## src/rtl/cdd_pkg.sv

```systemverilog
// shared types and constants of the codel drop decider
package cdd_pkg;

  localparam int TIME_W       = 62;
  localparam int STAMP_W      = 63;
  localparam int CMP_W        = 64;
  localparam int IV_MS_W      = 16;
  localparam int BYTES_W      = 16;
  localparam int CFG_DATA_W   = 16;
  localparam int CFG_IDX_W    = 1;
  localparam int IV_US_W      = 26;
  localparam int IV_NS_W      = 46;
  localparam int TGT_MS_W     = 12;
  localparam int TGT_NS_W     = 42;
  localparam int INV_W        = 8;
  localparam int SQ_W         = 16;
  localparam int BIT_IDX_W    = $clog2(INV_W);
  localparam int SPACING_W    = 36;
  localparam int T_SHIFT      = 8;
  localparam int TARGET_SHIFT = 8;
  localparam int DEC_STEP     = 2;
  localparam int TABLE_LEN    = 227;

  localparam int COUNT_BITS_DEF = 16;

  localparam logic [CFG_IDX_W-1:0] CFG_INTERVAL  = 1'd0;
  localparam logic [CFG_IDX_W-1:0] CFG_MAX_BYTES = 1'd1;

  localparam logic [IV_MS_W-1:0] INTERVAL_RESET  = 16'd4000;
  localparam logic [BYTES_W-1:0] MAX_BYTES_RESET = 16'd512;

  localparam logic [19:0]      NS_PER_MS  = 20'd1000000;
  localparam logic [9:0]       US_PER_MS  = 10'd1000;
  localparam logic [9:0]       NS_PER_US  = 10'd1000;
  localparam logic [3:0]       TARGET_NUM = 4'd13;
  localparam logic [INV_W-1:0] T_ZERO     = 8'd255;
  localparam logic [INV_W-1:0] T_TAIL     = 8'd16;
  localparam logic [16:0]      SQ_LIMIT   = 17'd65536;

  localparam logic [IV_US_W-1:0] IV_US_RESET =
    IV_US_W'(longint'(INTERVAL_RESET) * longint'(US_PER_MS));
  localparam logic [IV_NS_W-1:0] IV_NS_RESET =
    IV_NS_W'(longint'(INTERVAL_RESET) * longint'(NS_PER_MS));
  localparam logic [TGT_MS_W-1:0] TGT_MS_RESET =
    TGT_MS_W'((longint'(INTERVAL_RESET) * longint'(TARGET_NUM)) >> TARGET_SHIFT);
  localparam logic [TGT_NS_W-1:0] TGT_NS_RESET =
    TGT_NS_W'(longint'(TGT_MS_RESET) * longint'(NS_PER_MS));

  typedef struct packed {
    logic                 capture;
    logic                 eval;
    logic                 t_init;
    logic                 srch_step;
    logic [BIT_IDX_W-1:0] srch_bit;
    logic                 mul1;
    logic                 mul2;
    logic                 add;
    logic                 out_load;
  } cmd_t;

  typedef struct packed {
    logic to_spacing;
    logic need_search;
    logic out_free;
  } status_t;

endpackage

```

## src/rtl/cdd_if.sv

```systemverilog
// item channels of the codel drop decider
interface cdd_in_if;
  logic                         valid;
  logic                         ready;
  logic [cdd_pkg::TIME_W-1:0]   now_time;
  logic                         has_enqueue_time;
  logic [cdd_pkg::TIME_W-1:0]   enqueue_time;
  logic                         size_known;
  logic [cdd_pkg::BYTES_W-1:0]  packet_bytes;

  modport source (
    output valid, now_time, has_enqueue_time, enqueue_time, size_known, packet_bytes,
    input  ready
  );
  modport sink (
    input  valid, now_time, has_enqueue_time, enqueue_time, size_known, packet_bytes,
    output ready
  );
endinterface

interface cdd_out_if;
  logic valid;
  logic ready;
  logic drop;
  logic dropping_now;

  modport source (output valid, drop, dropping_now, input ready);
  modport sink (input valid, drop, dropping_now, output ready);
endinterface

```

## src/rtl/cdd_ctrl.sv

```systemverilog
// sequencer of the codel drop decider
module cdd_ctrl (
  input  logic             clk,
  input  logic             rst,
  input  logic             req_valid,
  output logic             req_ready,
  input  cdd_pkg::status_t status,
  output cdd_pkg::cmd_t    cmd
);
  import cdd_pkg::*;

  localparam logic [2:0] ST_IDLE = 3'd0;
  localparam logic [2:0] ST_EVAL = 3'd1;
  localparam logic [2:0] ST_TSEL = 3'd2;
  localparam logic [2:0] ST_SRCH = 3'd3;
  localparam logic [2:0] ST_MUL1 = 3'd4;
  localparam logic [2:0] ST_MUL2 = 3'd5;
  localparam logic [2:0] ST_ADD  = 3'd6;
  localparam logic [2:0] ST_OUT  = 3'd7;

  logic [2:0]           state, state_next;
  logic [BIT_IDX_W-1:0] bitc, bitc_next;

  always_ff @(posedge clk) begin
    if (rst) begin
      state <= ST_IDLE;
      bitc  <= '0;
    end else begin
      state <= state_next;
      bitc  <= bitc_next;
    end
  end

  always_comb begin
    state_next = state;
    bitc_next  = bitc;
    req_ready  = 1'b0;
    cmd        = '0;
    case (state)
      ST_IDLE: begin
        req_ready = 1'b1;
        if (req_valid) begin
          cmd.capture = 1'b1;
          state_next  = ST_EVAL;
        end
      end
      ST_EVAL: begin
        cmd.eval = 1'b1;
        if (status.to_spacing) begin
          state_next = ST_TSEL;
        end else if (status.out_free) begin
          cmd.out_load = 1'b1;
          state_next   = ST_IDLE;
        end else begin
          state_next = ST_OUT;
        end
      end
      ST_TSEL: begin
        cmd.t_init = 1'b1;
        bitc_next  = BIT_IDX_W'(INV_W - 1);
        state_next = status.need_search ? ST_SRCH : ST_MUL1;
      end
      ST_SRCH: begin
        cmd.srch_step = 1'b1;
        cmd.srch_bit  = bitc;
        if (bitc == '0) begin
          state_next = ST_MUL1;
        end else begin
          bitc_next = bitc - 1'b1;
        end
      end
      ST_MUL1: begin
        cmd.mul1   = 1'b1;
        state_next = ST_MUL2;
      end
      ST_MUL2: begin
        cmd.mul2   = 1'b1;
        state_next = ST_ADD;
      end
      ST_ADD: begin
        cmd.add = 1'b1;
        if (status.out_free) begin
          cmd.out_load = 1'b1;
          state_next   = ST_IDLE;
        end else begin
          state_next = ST_OUT;
        end
      end
      ST_OUT: begin
        if (status.out_free) begin
          cmd.out_load = 1'b1;
          state_next   = ST_IDLE;
        end
      end
      default: begin
        state_next = ST_IDLE;
      end
    endcase
  end

endmodule

```

## src/rtl/cdd_datapath.sv

```systemverilog
// configuration, drop state, inverse square root search and spacing arithmetic
module cdd_datapath #(
  parameter int COUNT_BITS = cdd_pkg::COUNT_BITS_DEF
) (
  input  logic                            clk,
  input  logic                            rst,
  input  logic                            wr_en,
  input  logic [cdd_pkg::CFG_IDX_W-1:0]   wr_index,
  input  logic [cdd_pkg::CFG_DATA_W-1:0]  wr_data,
  input  cdd_pkg::cmd_t                   cmd,
  output cdd_pkg::status_t                status,
  input  logic [cdd_pkg::TIME_W-1:0]      now_time,
  input  logic                            has_enqueue_time,
  input  logic [cdd_pkg::TIME_W-1:0]      enqueue_time,
  input  logic                            size_known,
  input  logic [cdd_pkg::BYTES_W-1:0]     packet_bytes,
  input  logic                            rsp_ready,
  output logic                            rsp_valid,
  output logic                            rsp_drop,
  output logic                            rsp_dropping_now
);
  import cdd_pkg::*;

  localparam int PROD_W  = SQ_W + COUNT_BITS;
  localparam int PROD1_W = IV_US_W + INV_W;

  logic [TIME_W-1:0]     now_r, enq_r;
  logic                  has_enq_r, size_known_r;
  logic [BYTES_W-1:0]    bytes_r;

  logic [IV_US_W-1:0]    iv_us;
  logic [IV_NS_W-1:0]    iv_ns;
  logic [TGT_MS_W-1:0]   tgt_ms;
  logic [TGT_NS_W-1:0]   tgt_ns;
  logic [BYTES_W-1:0]    max_bytes;
  logic [IV_MS_W-1:0]    eff_ms;

  logic                  dropping;
  logic [COUNT_BITS-1:0] count;
  logic [STAMP_W-1:0]    first_above, next_drop;

  logic [INV_W-1:0]      inv, cand;
  logic [SQ_W-1:0]       sq, cand_sq;
  logic [PROD_W-1:0]     prod;
  logic                  fits;
  logic [PROD1_W-1:0]    prod1;
  logic [SPACING_W-1:0]  spacing;

  logic                  res_drop, res_drop_next, dropping_next;

  logic [CMP_W-1:0]      now_w, enq_lim, fa_w, nd_w, fa_end, nd_end;
  logic                  stop, fa_unset, before_fa, in_cycle, recently, before_nd;
  logic                  eval_keep, enter, again;

  // configuration, derived time constants
  assign eff_ms = (wr_data == '0) ? INTERVAL_RESET : wr_data;

  always_ff @(posedge clk) begin
    if (rst) begin
      iv_us     <= IV_US_RESET;
      iv_ns     <= IV_NS_RESET;
      tgt_ms    <= TGT_MS_RESET;
      tgt_ns    <= TGT_NS_RESET;
      max_bytes <= MAX_BYTES_RESET;
    end else begin
      tgt_ns <= TGT_NS_W'(TGT_NS_W'(tgt_ms) * TGT_NS_W'(NS_PER_MS));
      if (wr_en) begin
        case (wr_index)
          CFG_INTERVAL: begin
            iv_us  <= IV_US_W'(IV_US_W'(eff_ms) * IV_US_W'(US_PER_MS));
            iv_ns  <= IV_NS_W'(IV_NS_W'(eff_ms) * IV_NS_W'(NS_PER_MS));
            tgt_ms <= TGT_MS_W'((20'(eff_ms) * 20'(TARGET_NUM)) >> TARGET_SHIFT);
          end
          CFG_MAX_BYTES: begin
            max_bytes <= wr_data;
          end
          default: begin
          end
        endcase
      end
    end
  end

  // decision
  assign now_w     = CMP_W'(now_r);
  assign enq_lim   = CMP_W'(enq_r) + CMP_W'(tgt_ns);
  assign fa_w      = CMP_W'(first_above);
  assign nd_w      = CMP_W'(next_drop);
  assign fa_end    = fa_w + CMP_W'(iv_ns);
  assign nd_end    = nd_w + CMP_W'(iv_ns);

  assign stop      = !has_enq_r || (now_w < enq_lim) || (size_known_r && bytes_r <= max_bytes);
  assign fa_unset  = (first_above == '0);
  assign before_fa = now_w < fa_w;
  assign in_cycle  = (next_drop != '0) && (now_w < nd_end);
  assign recently  = in_cycle || (now_w >= fa_end);
  assign before_nd = now_w < nd_w;
  assign eval_keep = !stop && !fa_unset && !before_fa;
  assign enter     = eval_keep && !dropping && recently;
  assign again     = eval_keep && dropping && !before_nd;

  assign dropping_next = cmd.eval ? (eval_keep && (dropping || recently)) : dropping;
  assign res_drop_next = cmd.add ? 1'b1 : (cmd.eval ? 1'b0 : res_drop);

  // inverse square root, one bit per step
  assign cand    = inv | (INV_W'(1) << cmd.srch_bit);
  assign cand_sq = SQ_W'(sq + (SQ_W'(inv) << (32'(cmd.srch_bit) + 1))
                   + (SQ_W'(1) << (2 * 32'(cmd.srch_bit))));
  assign prod    = PROD_W'(cand_sq) * PROD_W'(count);
  assign fits    = prod <= PROD_W'(SQ_LIMIT);

  assign status.to_spacing  = enter || again;
  assign status.need_search = (count != '0) && (64'(count) < 64'(TABLE_LEN));
  assign status.out_free    = !rsp_valid || rsp_ready;

  always_ff @(posedge clk) begin
    if (cmd.capture) begin
      now_r        <= now_time;
      has_enq_r    <= has_enqueue_time;
      enq_r        <= enqueue_time;
      size_known_r <= size_known;
      bytes_r      <= packet_bytes;
    end
    if (cmd.t_init) begin
      if (count == '0) begin
        inv <= T_ZERO;
      end else if (status.need_search) begin
        inv <= '0;
      end else begin
        inv <= T_TAIL;
      end
      sq <= '0;
    end else if (cmd.srch_step && fits) begin
      inv <= cand;
      sq  <= cand_sq;
    end
    if (cmd.mul1) begin
      prod1 <= PROD1_W'(iv_us) * PROD1_W'(inv);
    end
    if (cmd.mul2) begin
      spacing <= SPACING_W'(SPACING_W'(prod1[PROD1_W-1:T_SHIFT]) * SPACING_W'(NS_PER_US));
    end
    res_drop <= res_drop_next;
    if (cmd.out_load) begin
      rsp_drop         <= res_drop_next;
      rsp_dropping_now <= dropping_next;
    end
  end

  always_ff @(posedge clk) begin
    if (rst) begin
      dropping    <= 1'b0;
      count       <= '0;
      first_above <= '0;
      next_drop   <= '0;
      rsp_valid   <= 1'b0;
    end else begin
      dropping <= dropping_next;
      if (cmd.eval) begin
        if (stop) begin
          first_above <= '0;
        end else if (fa_unset) begin
          first_above <= STAMP_W'(now_w + CMP_W'(iv_ns));
        end
        if (enter) begin
          if (in_cycle && count > COUNT_BITS'(DEC_STEP)) begin
            count <= count - COUNT_BITS'(DEC_STEP);
          end else begin
            count <= COUNT_BITS'(1);
          end
          next_drop <= STAMP_W'(now_r);
        end else if (again && count != '1) begin
          count <= count + COUNT_BITS'(1);
        end
      end
      if (cmd.add) begin
        next_drop <= STAMP_W'(nd_w + CMP_W'(spacing));
      end
      if (cmd.out_load) begin
        rsp_valid <= 1'b1;
      end else if (rsp_ready) begin
        rsp_valid <= 1'b0;
      end
    end
  end

endmodule

```

## src/rtl/codel_drop_decider_unit.sv

```systemverilog
// top level of the codel drop decider
// One drop decision per dequeued packet. The block takes an item only while no
// other item is in work; a finished result sits in an output register, so the
// next item can enter while it waits. An item that schedules no drop passes
// through capture and evaluation only. A scheduled drop adds the spacing
// computation: the inverse square root is fixed when the drop count is zero or
// past the table range, and is otherwise found by an 8-step bit search through
// one 16 x COUNT_BITS multiplier. A write of the interval register takes effect
// for items accepted from the following cycle on.
module codel_drop_decider_unit #(
  parameter int COUNT_BITS = cdd_pkg::COUNT_BITS_DEF
) (
  input  logic                            clk,
  input  logic                            rst,
  cdd_in_if.sink                          req,
  cdd_out_if.source                       rsp,
  input  logic                            wr_en,
  input  logic [cdd_pkg::CFG_IDX_W-1:0]   wr_index,
  input  logic [cdd_pkg::CFG_DATA_W-1:0]  wr_data
);
  import cdd_pkg::*;

  cmd_t    cmd;
  status_t status;
  logic    ready;

  cdd_ctrl u_ctrl (
    .clk       (clk),
    .rst       (rst),
    .req_valid (req.valid),
    .req_ready (ready),
    .status    (status),
    .cmd       (cmd)
  );

  cdd_datapath #(
    .COUNT_BITS (COUNT_BITS)
  ) u_datapath (
    .clk              (clk),
    .rst              (rst),
    .wr_en            (wr_en),
    .wr_index         (wr_index),
    .wr_data          (wr_data),
    .cmd              (cmd),
    .status           (status),
    .now_time         (req.now_time),
    .has_enqueue_time (req.has_enqueue_time),
    .enqueue_time     (req.enqueue_time),
    .size_known       (req.size_known),
    .packet_bytes     (req.packet_bytes),
    .rsp_ready        (rsp.ready),
    .rsp_valid        (rsp.valid),
    .rsp_drop         (rsp.drop),
    .rsp_dropping_now (rsp.dropping_now)
  );

  assign req.ready = ready;

endmodule

```

## src/flat_wrapper.sv

```systemverilog
// flat-port wrapper written by rule: the top's interface ports become plain ports
module codel_drop_decider_unit_flat import cdd_pkg::*;
#(
  parameter int COUNT_BITS = cdd_pkg::COUNT_BITS_DEF
)
  (clk, rst, wr_en, wr_index, wr_data, req_valid, req_now_time, req_has_enqueue_time, req_enqueue_time, req_size_known, req_packet_bytes, req_ready, rsp_valid, rsp_drop, rsp_dropping_now, rsp_ready);
  cdd_in_if req_i ();
  cdd_out_if rsp_i ();
  input  logic clk;
  input  logic rst;
  input  logic wr_en;
  input  logic [cdd_pkg::CFG_IDX_W-1:0] wr_index;
  input  logic [cdd_pkg::CFG_DATA_W-1:0] wr_data;
  input wire logic [$bits(req_i.valid)-1:0] req_valid;
  input wire logic [$bits(req_i.now_time)-1:0] req_now_time;
  input wire logic [$bits(req_i.has_enqueue_time)-1:0] req_has_enqueue_time;
  input wire logic [$bits(req_i.enqueue_time)-1:0] req_enqueue_time;
  input wire logic [$bits(req_i.size_known)-1:0] req_size_known;
  input wire logic [$bits(req_i.packet_bytes)-1:0] req_packet_bytes;
  output wire logic [$bits(req_i.ready)-1:0] req_ready;
  output wire logic [$bits(rsp_i.valid)-1:0] rsp_valid;
  output wire logic [$bits(rsp_i.drop)-1:0] rsp_drop;
  output wire logic [$bits(rsp_i.dropping_now)-1:0] rsp_dropping_now;
  input wire logic [$bits(rsp_i.ready)-1:0] rsp_ready;
  assign req_i.valid = req_valid;
  assign req_i.now_time = req_now_time;
  assign req_i.has_enqueue_time = req_has_enqueue_time;
  assign req_i.enqueue_time = req_enqueue_time;
  assign req_i.size_known = req_size_known;
  assign req_i.packet_bytes = req_packet_bytes;
  assign req_ready = req_i.ready;
  assign rsp_valid = rsp_i.valid;
  assign rsp_drop = rsp_i.drop;
  assign rsp_dropping_now = rsp_i.dropping_now;
  assign rsp_i.ready = rsp_ready;
  codel_drop_decider_unit #(.COUNT_BITS(COUNT_BITS)) u_core (.clk(clk), .rst(rst), .req(req_i), .rsp(rsp_i), .wr_en(wr_en), .wr_index(wr_index), .wr_data(wr_data));
endmodule
```

## config.mk

```make
export PLATFORM = sky130hd
export DESIGN_NAME = codel_drop_decider_unit_flat
export DESIGN_NICKNAME = d
export VERILOG_FILES = /design/src/rtl/cdd_pkg.sv /design/src/rtl/cdd_if.sv /design/src/rtl/cdd_ctrl.sv /design/src/rtl/cdd_datapath.sv /design/src/rtl/codel_drop_decider_unit.sv /design/src/flat_wrapper.sv
export SDC_FILE = /design/constraint.sdc
export NUM_CORES = 2
export LEC_CHECK = 0
export BUFFER_PORTS_ARGS = -buffer_cell sky130_fd_sc_hd__clkbuf_2
export CORE_MARGIN = 1.5
export CORE_UTILIZATION = 40
export CTS_CLUSTER_SIZE = 8
export DETAILED_ROUTE_END_ITERATION = 16
export HOLD_SLACK_MARGIN = 0.15
export PLACE_DENSITY = 0.55
export SLEW_MARGIN = 20
export SYNTH_ARGS = -nofsm -noshare
export SYNTH_HDL_FRONTEND = slang
export SYNTH_SLANG_ARGS = --single-unit
```

## constraint.sdc

```tcl
create_clock -name clk -period 14.95 [get_ports clk]
set_input_delay 2.99 -clock clk [delete_from_list [all_inputs] [get_ports clk]]
set_output_delay 2.99 -clock clk [all_outputs]
set_load 0.05 [all_outputs]
```

## After elaboration in Yosys (flattened, before gate mapping)

Index checks and enable logic that the tools add are counted.

- Shifts and indexed selects: 3
- Add/subtract/negate cells: 11
- Equality and inequality tests: 12
- Multiplexer cells: 39
- Reduce and logical (&&, ||, !) cells: 48
- Magnitude comparators: 9
- Bitwise logic cells: 2
- Multiply operators: 7

Operator list:

| operator | count |
|---|---|
| two-way mux 63 bit | 5 |
| less-than comparator 62 x 63 -> 1 bit | 3 |
| adder 63 x 36 -> 64 bit | 2 |
| >= comparator 62 x 64 -> 1 bit | 1 |
| less-than comparator 62 x 64 -> 1 bit | 1 |
| two-way mux 16 bit | 4 |
| adder 62 x 36 -> 63 bit | 1 |
| adder 62 x 42 -> 63 bit | 1 |
| adder 63 x 36 -> 63 bit | 1 |
| zero test 63 bit | 1 |
| nonzero test 63 bit | 1 |
| multiplier 26 x 7 -> 33 bit (second input constant) | 1 |
| adder 16 bit | 2 |
| less-or-equal comparator 32 x 17 -> 1 bit (second input constant) | 1 |
| zero test 16 bit | 2 |
| multiplier 16 x 16 -> 32 bit | 1 |
| multiplier 23 x 8 -> 31 bit | 1 |
| multiplier 16 x 14 -> 30 bit (second input constant) | 1 |
| multiplier 12 x 14 -> 26 bit (second input constant) | 1 |
| two-way mux 8 bit | 3 |
| case mux 3 bit (8 select lines) | 1 |
| multiplier 16 x 7 -> 23 bit (second input constant) | 1 |
| two-way mux 3 bit | 7 |
| multiplier 16 x 4 -> 20 bit (second input constant) | 1 |
| other kinds (32) | 87 |

- Register bits after elaboration: 506

## Longest topological paths before layout

- Depth after elaboration: 13
- Mapped depth: 53
- Depth with buffers taken out: 47

## Cells and area by module

A second synthesis with hierarchy kept.

- Cells, all modules: 6957
- Area, all modules: 62102.1 µm²

By module, submodules not included:

| module | instances | area an instance (µm²) | cells each |
|---|---|---|---|
| cdd_datapath | 1 | 61560.3 | 6892 |
| cdd_ctrl | 1 | 541.8 | 65 |

## Worst setup path after synthesis

Ideal clock, no wire load.

- Path type: input -> register
- Start: input req_valid
- End: register u_core.u_datapath.bytes_r[0], enable pin
- Required time: 14.133 ns
- Buffers on the path: 0
- Arrival time: 12.593 ns
- Cell stages on the path: 2
- Slack: 1.540 ns
- Path through: inv_1 -> nor3_1

RTL lines:

| item | RTL line | text |
|---|---|---|
| from (decl) | flat_wrapper.sv:14 | `input wire logic [$bits(req_i.valid)-1:0] req_valid;` |
| to (signal assigned) | cdd_datapath.sv:122 | `bytes_r <= packet_bytes;` |
| to (decl) | cdd_datapath.sv:29 | `logic [BYTES_W-1:0] bytes_r;` |

## Worst setup path in the final report

- Start: register u_core.u_ctrl.state[0]
- End: register u_core.u_datapath.inv[4], enable pin

- Longest elaborated chain between the ends: 10
- Elaborated cells on any way between the ends: 13
- Those cells by class: add/sub (3); mul (1); order compare (1); eq/ne (2); shift (2); mux (2); reduce/logical (2)

Ends and longest elaborated chain:

| item | RTL line | text |
|---|---|---|
| from (decl) | cdd_ctrl.sv:21 | `logic [2:0] state, state_next;` |
| from (signal assigned) | cdd_ctrl.sv:29 | `state <= state_next;` |
| equality test 3 x 2 -> 1 bit | cdd_ctrl.sv:39 | `case (state)` |
| two-way mux 4 bit | cdd_ctrl.sv:39 |  |
| adder 3 x 1 -> 4 bit | cdd_datapath.sv:107 | `assign cand_sq = SQ_W'(sq + (SQ_W'(inv) << (32'(cmd.srch_bit) + 1))` |
| left shift 8 x 4 -> 16 bit | cdd_datapath.sv:107 |  |
| adder 16 bit | cdd_datapath.sv:107 |  |
| adder 16 bit | cdd_datapath.sv:108 | `+ (SQ_W'(1) << (2 * 32'(cmd.srch_bit))));` |
| multiplier 16 x 16 -> 32 bit | cdd_datapath.sv:109 | `assign prod = PROD_W'(cand_sq) * PROD_W'(count);` |
| less-or-equal comparator 32 x 17 -> 1 bit | cdd_datapath.sv:110 | `assign fits = prod <= PROD_W'(SQ_LIMIT);` |
| logical AND 1 bit | cdd_datapath.sv:133 | `end else if (cmd.srch_step && fits) begin` |
| nonzero test 2 bit (no line) * | - |  |
| to (signal assigned) | cdd_datapath.sv:134 | `inv <= cand;` |
| to (decl) | cdd_datapath.sv:42 | `logic [INV_W-1:0] inv, cand;` |

Mark *: on every way between the ends. The rest lies on a longest branch, timed or not.
A chain may end at the register's enable or synchronous reset.

==> metrics.csv <==
stage;metric;value;unit
finish;drive_gt1_frac;0.0578;
place;port_buffers;167;
finish;synthToLayoutAreaGrowth;8.88;%
clocking;clock_sinks;483;
synth;synthAdderAreaFrac;0.380;
timing;relSlewSlack;0.249;
clocking;cts_max_level;3;
synth;synth_ff_type;dfxtp_1;
clocking;clkSlewWorstSetupHoldPaths;0.05;ns
run_status;status;complete, no violations;
timing;period_minus_slack;13.75;ns
place;dp.cells;8950;
timing;rsz0062_at_grt;no;
route;vias_per_cell;5.50;
clocking;clockBufferDepth;3;
synth;synth_area;61600;sq um
floorplan;pin_count;168;
route;drt_iter0_markers;3547;
place;dpl.hpwl;150000;um
worst_setup_path;arrival;14.06;ns
synth;muxShareOfSynthArea;0.00526;
floorplan;start_util;0.404;
route;ant_nets;0;
timing;period_share;0.920;
synth;ys_async_sr_fraction;0;
synth;synthTopCellsByArea;ha_1, fa_1, edfxtp_1;
clocking;cts.hold.buffers_added;0;
worst_setup_path;cp-end-kind;register;
synth;yosysMostFrequentCell;ha_1;
timing;worstMarginPinSlew;1.12;ns
worst_setup_path;cp_max_fo;18;
min_path;worstHoldStart;u_core.u_datapath.max_bytes[8];
route;vias;49972;
worst_setup_path;crit_top_cell;fa_1;
finish;multiInputGateArea;45700;sq um
worst_setup_path;worstSetupPathType;reg2reg;
floorplan;die_y;396;um
synth;synth_xor_area_frac;0.0529;
worst_setup_path;worstRegToRegCells;41;
worst_setup_path;critPathMaxStageDelay;0.65;ns
min_path;whs_path_depth;2;
timing;hold_violations;0;
synth;netlist_instances;6904;
floorplan;fp.dieW;396;um
finish;fin_util;0.440;
worst_setup_path;r2r_end;u_core.u_datapath.inv[4];
grt;track_usage;0.241;
clocking;cts_resized;0;
synth;ys_types;93;
floorplan;die-area;156000;sq um
timing;skew;0.0559;ns
route;wl_per_cell;20.7;um
clocking;cts_inserted_buffers;74;
min_path;worstHoldEndpoint;u_core.u_datapath.max_bytes[8];
synth;synth-edff-count;211;
worst_setup_path;r2r-start;u_core.u_ctrl.state[0];
synth;synthesis.nets;8599;
power_and_ir_drop;p_per_area;128;nW/um^2
finish;fin_cells;9086;
clocking;root_buffer;clkbuf_16;
route;first_pass_iters;6;
grt;grt_max_degree;143;
clocking;cts_tree;done;
finish;fillerInstances;15131;
power_and_ir_drop;ir_drop;0.000158;V
worst_setup_path;critPathRequiredTime;15.26;ns
finish;layout.nets;8691;
synth;yosysWarnings;0;
timing;setup_viol_count_final;0;
floorplan;std_cell_rows;143;
synth;yosysTopAreaCell;ha_1;
job;max_cap_viol_count;0;
synth;avgSynthCellArea;8.93;sq um
worst_setup_path;rrSetupSlack;1.20;ns
grt;grt-ovfl-total;0;
floorplan;core_area;152000;sq um
synth;synth_compound_area_frac;0.150;
synth;ys_seq_area_frac;0.191;
grt;grt_pass1_wl;295000;um
timing;fmaxAchievable;72.7;MHz
synth;synth_top_family_by_area;adder cells;
grt;antenna_found_initial;6;
grt;grt_pass1_vias;50145;
worst_setup_path;startpoint_type;register;
timing;slew_viol_final;0;
route;drcViolationCount;0;
min_path;min_path_type;reg2reg;
worst_setup_path;cp_slowest_cell;nor2_1;
clocking;insertion_delay;0.71;ns
synth;ys_ff_latch;483;
power_and_ir_drop;leakagePower;0.0304;uW
synth;synth-simple-area-share;0.152;
clocking;cts_setup_buffers;0;
place;place_congestion;0.918;
timing;setup_tns;0;ns
synth;yosysTopAreaCellShare;0.196;
finish;register_area;11800;sq um
route;routed_wl;188000;um
synth;ys_top_cells_by_count;ha_1, inv_1, nand2_1;
[routing by layer]
layer | vias to the layer above | global-route usage | wire (um)
met5 | - | 0 | 0
li1 | 23982 | - | -
met4 | 0 | 0.0645 | 5040
met2 | 1270 | 0.397 | 87600
met1 | 24479 | 0.332 | 85800
met3 | 241 | 0.0317 | 9800
[cell families after synthesis]
group / Yosys count
muxes: 32
AOI/OAI and AO/OA: 1432
xor gates and xnor gates: 372
buffers and inverters: 1119
DFF: 483
and+or+nand+nor: 1935
adders and majority gates: 1531
[power by group]
part,internal (uW),total (uW),switching (uW)
logic,2150,5090,2930
registers,1610,1820,210
clock network,990,1690,702
total,4750,8600,3850
[cells in the final DEF, fill, tap and decap left out, drive strengths merged, types with 211 or more instances in the layout]
cell | Yosys | final
xnor2 | 236 | 236
nor2 | 345 | 345
a21oi | 467 | 467
dfxtp | 272 | 272
ha | 967 | 967
edfxtp | 211 | 211
clkbuf | 185 | 290
inv | 901 | 903
nand2 | 676 | 676
fa | 564 | 564
o21ai | 255 | 255
[how the worst max path moves through the flow]
stage / from / to / slack, ns / cells after the start
after floorplan: req_valid / u_core.u_datapath.bytes_r[0] / 1.54 / 2
after global placement: u_core.u_ctrl.state[0] / u_core.u_datapath.inv[0] / 1.48 / 41
after detailed placement: u_core.u_ctrl.state[0] / u_core.u_datapath.inv[0] / 1.30 / 41
after CTS: u_core.u_ctrl.state[0] / u_core.u_datapath.inv[4] / 1.22 / 41
after global routing: u_core.u_ctrl.state[0] / u_core.u_datapath.inv[4] / 0.18 / 41
final: u_core.u_ctrl.state[0] / u_core.u_datapath.inv[4] / 1.20 / 41
[stage by stage]
step	setup WS (ns)	cell area, sq um	hold slack (ns)	total power [uW]
6_report	1.20	67100	0.453	8600
5_1_grt	0.183	67100	0.479	9420
3_3_place_gp	1.48	64800	0.430	6850
4_1_cts	1.22	67100	0.453	8680
3_5_place_dp	1.30	64800	0.443	6900
2_1_floorplan	1.54	61600	0.416	5560
[worst max-delay path: cells and delay by family, from the launching register on]
family / cells / cell delay, ns
adder cells (fa/ha/maj): 10 / 5.05
buffers and inverters: 4 / 0.49
flip-flops: 1 / 0.56
AO/OA/AOI/OAI: 11 / 2.30
AND/OR/NAND/NOR: 15 / 4.29
XOR/XNOR: 1 / 0.63
[state kept, by name, indices dropped and copies added (netlist names), 12 cells and up]
signal	cells
u_core.u_datapath.prod1	26
u_core.u_datapath.count	16
u_core.u_datapath.iv_us	21
u_core.u_datapath.first_above	63
u_core.u_datapath.enq_r	62
u_core.u_datapath.iv_ns	30
u_core.u_datapath.spacing	33
u_core.u_datapath.now_r	62
u_core.u_datapath.max_bytes	16
u_core.u_datapath.bytes_r	16
u_core.u_datapath.tgt_ms	12
u_core.u_datapath.tgt_ns	26
u_core.u_datapath.sq	16
u_core.u_datapath.next_drop	63
[cell type report]
| cell class | instances | area share |
|---|---|---|
| Antenna cell | 3 | 0.000112 |
| Sequential cell | 483 | 0.176 |
| Timing Repair Buffer | 234 | 0.0202 |
| Tap cell | 2030 | 0.0379 |
| Inverter | 901 | 0.0504 |
| Clock buffer | 124 | 0.0316 |
| Multi-Input combinational cell | 5302 | 0.681 |
| Clock inverter | 9 | 0.00298 |
No activity file was read; power rests on OpenSTA's default activity.
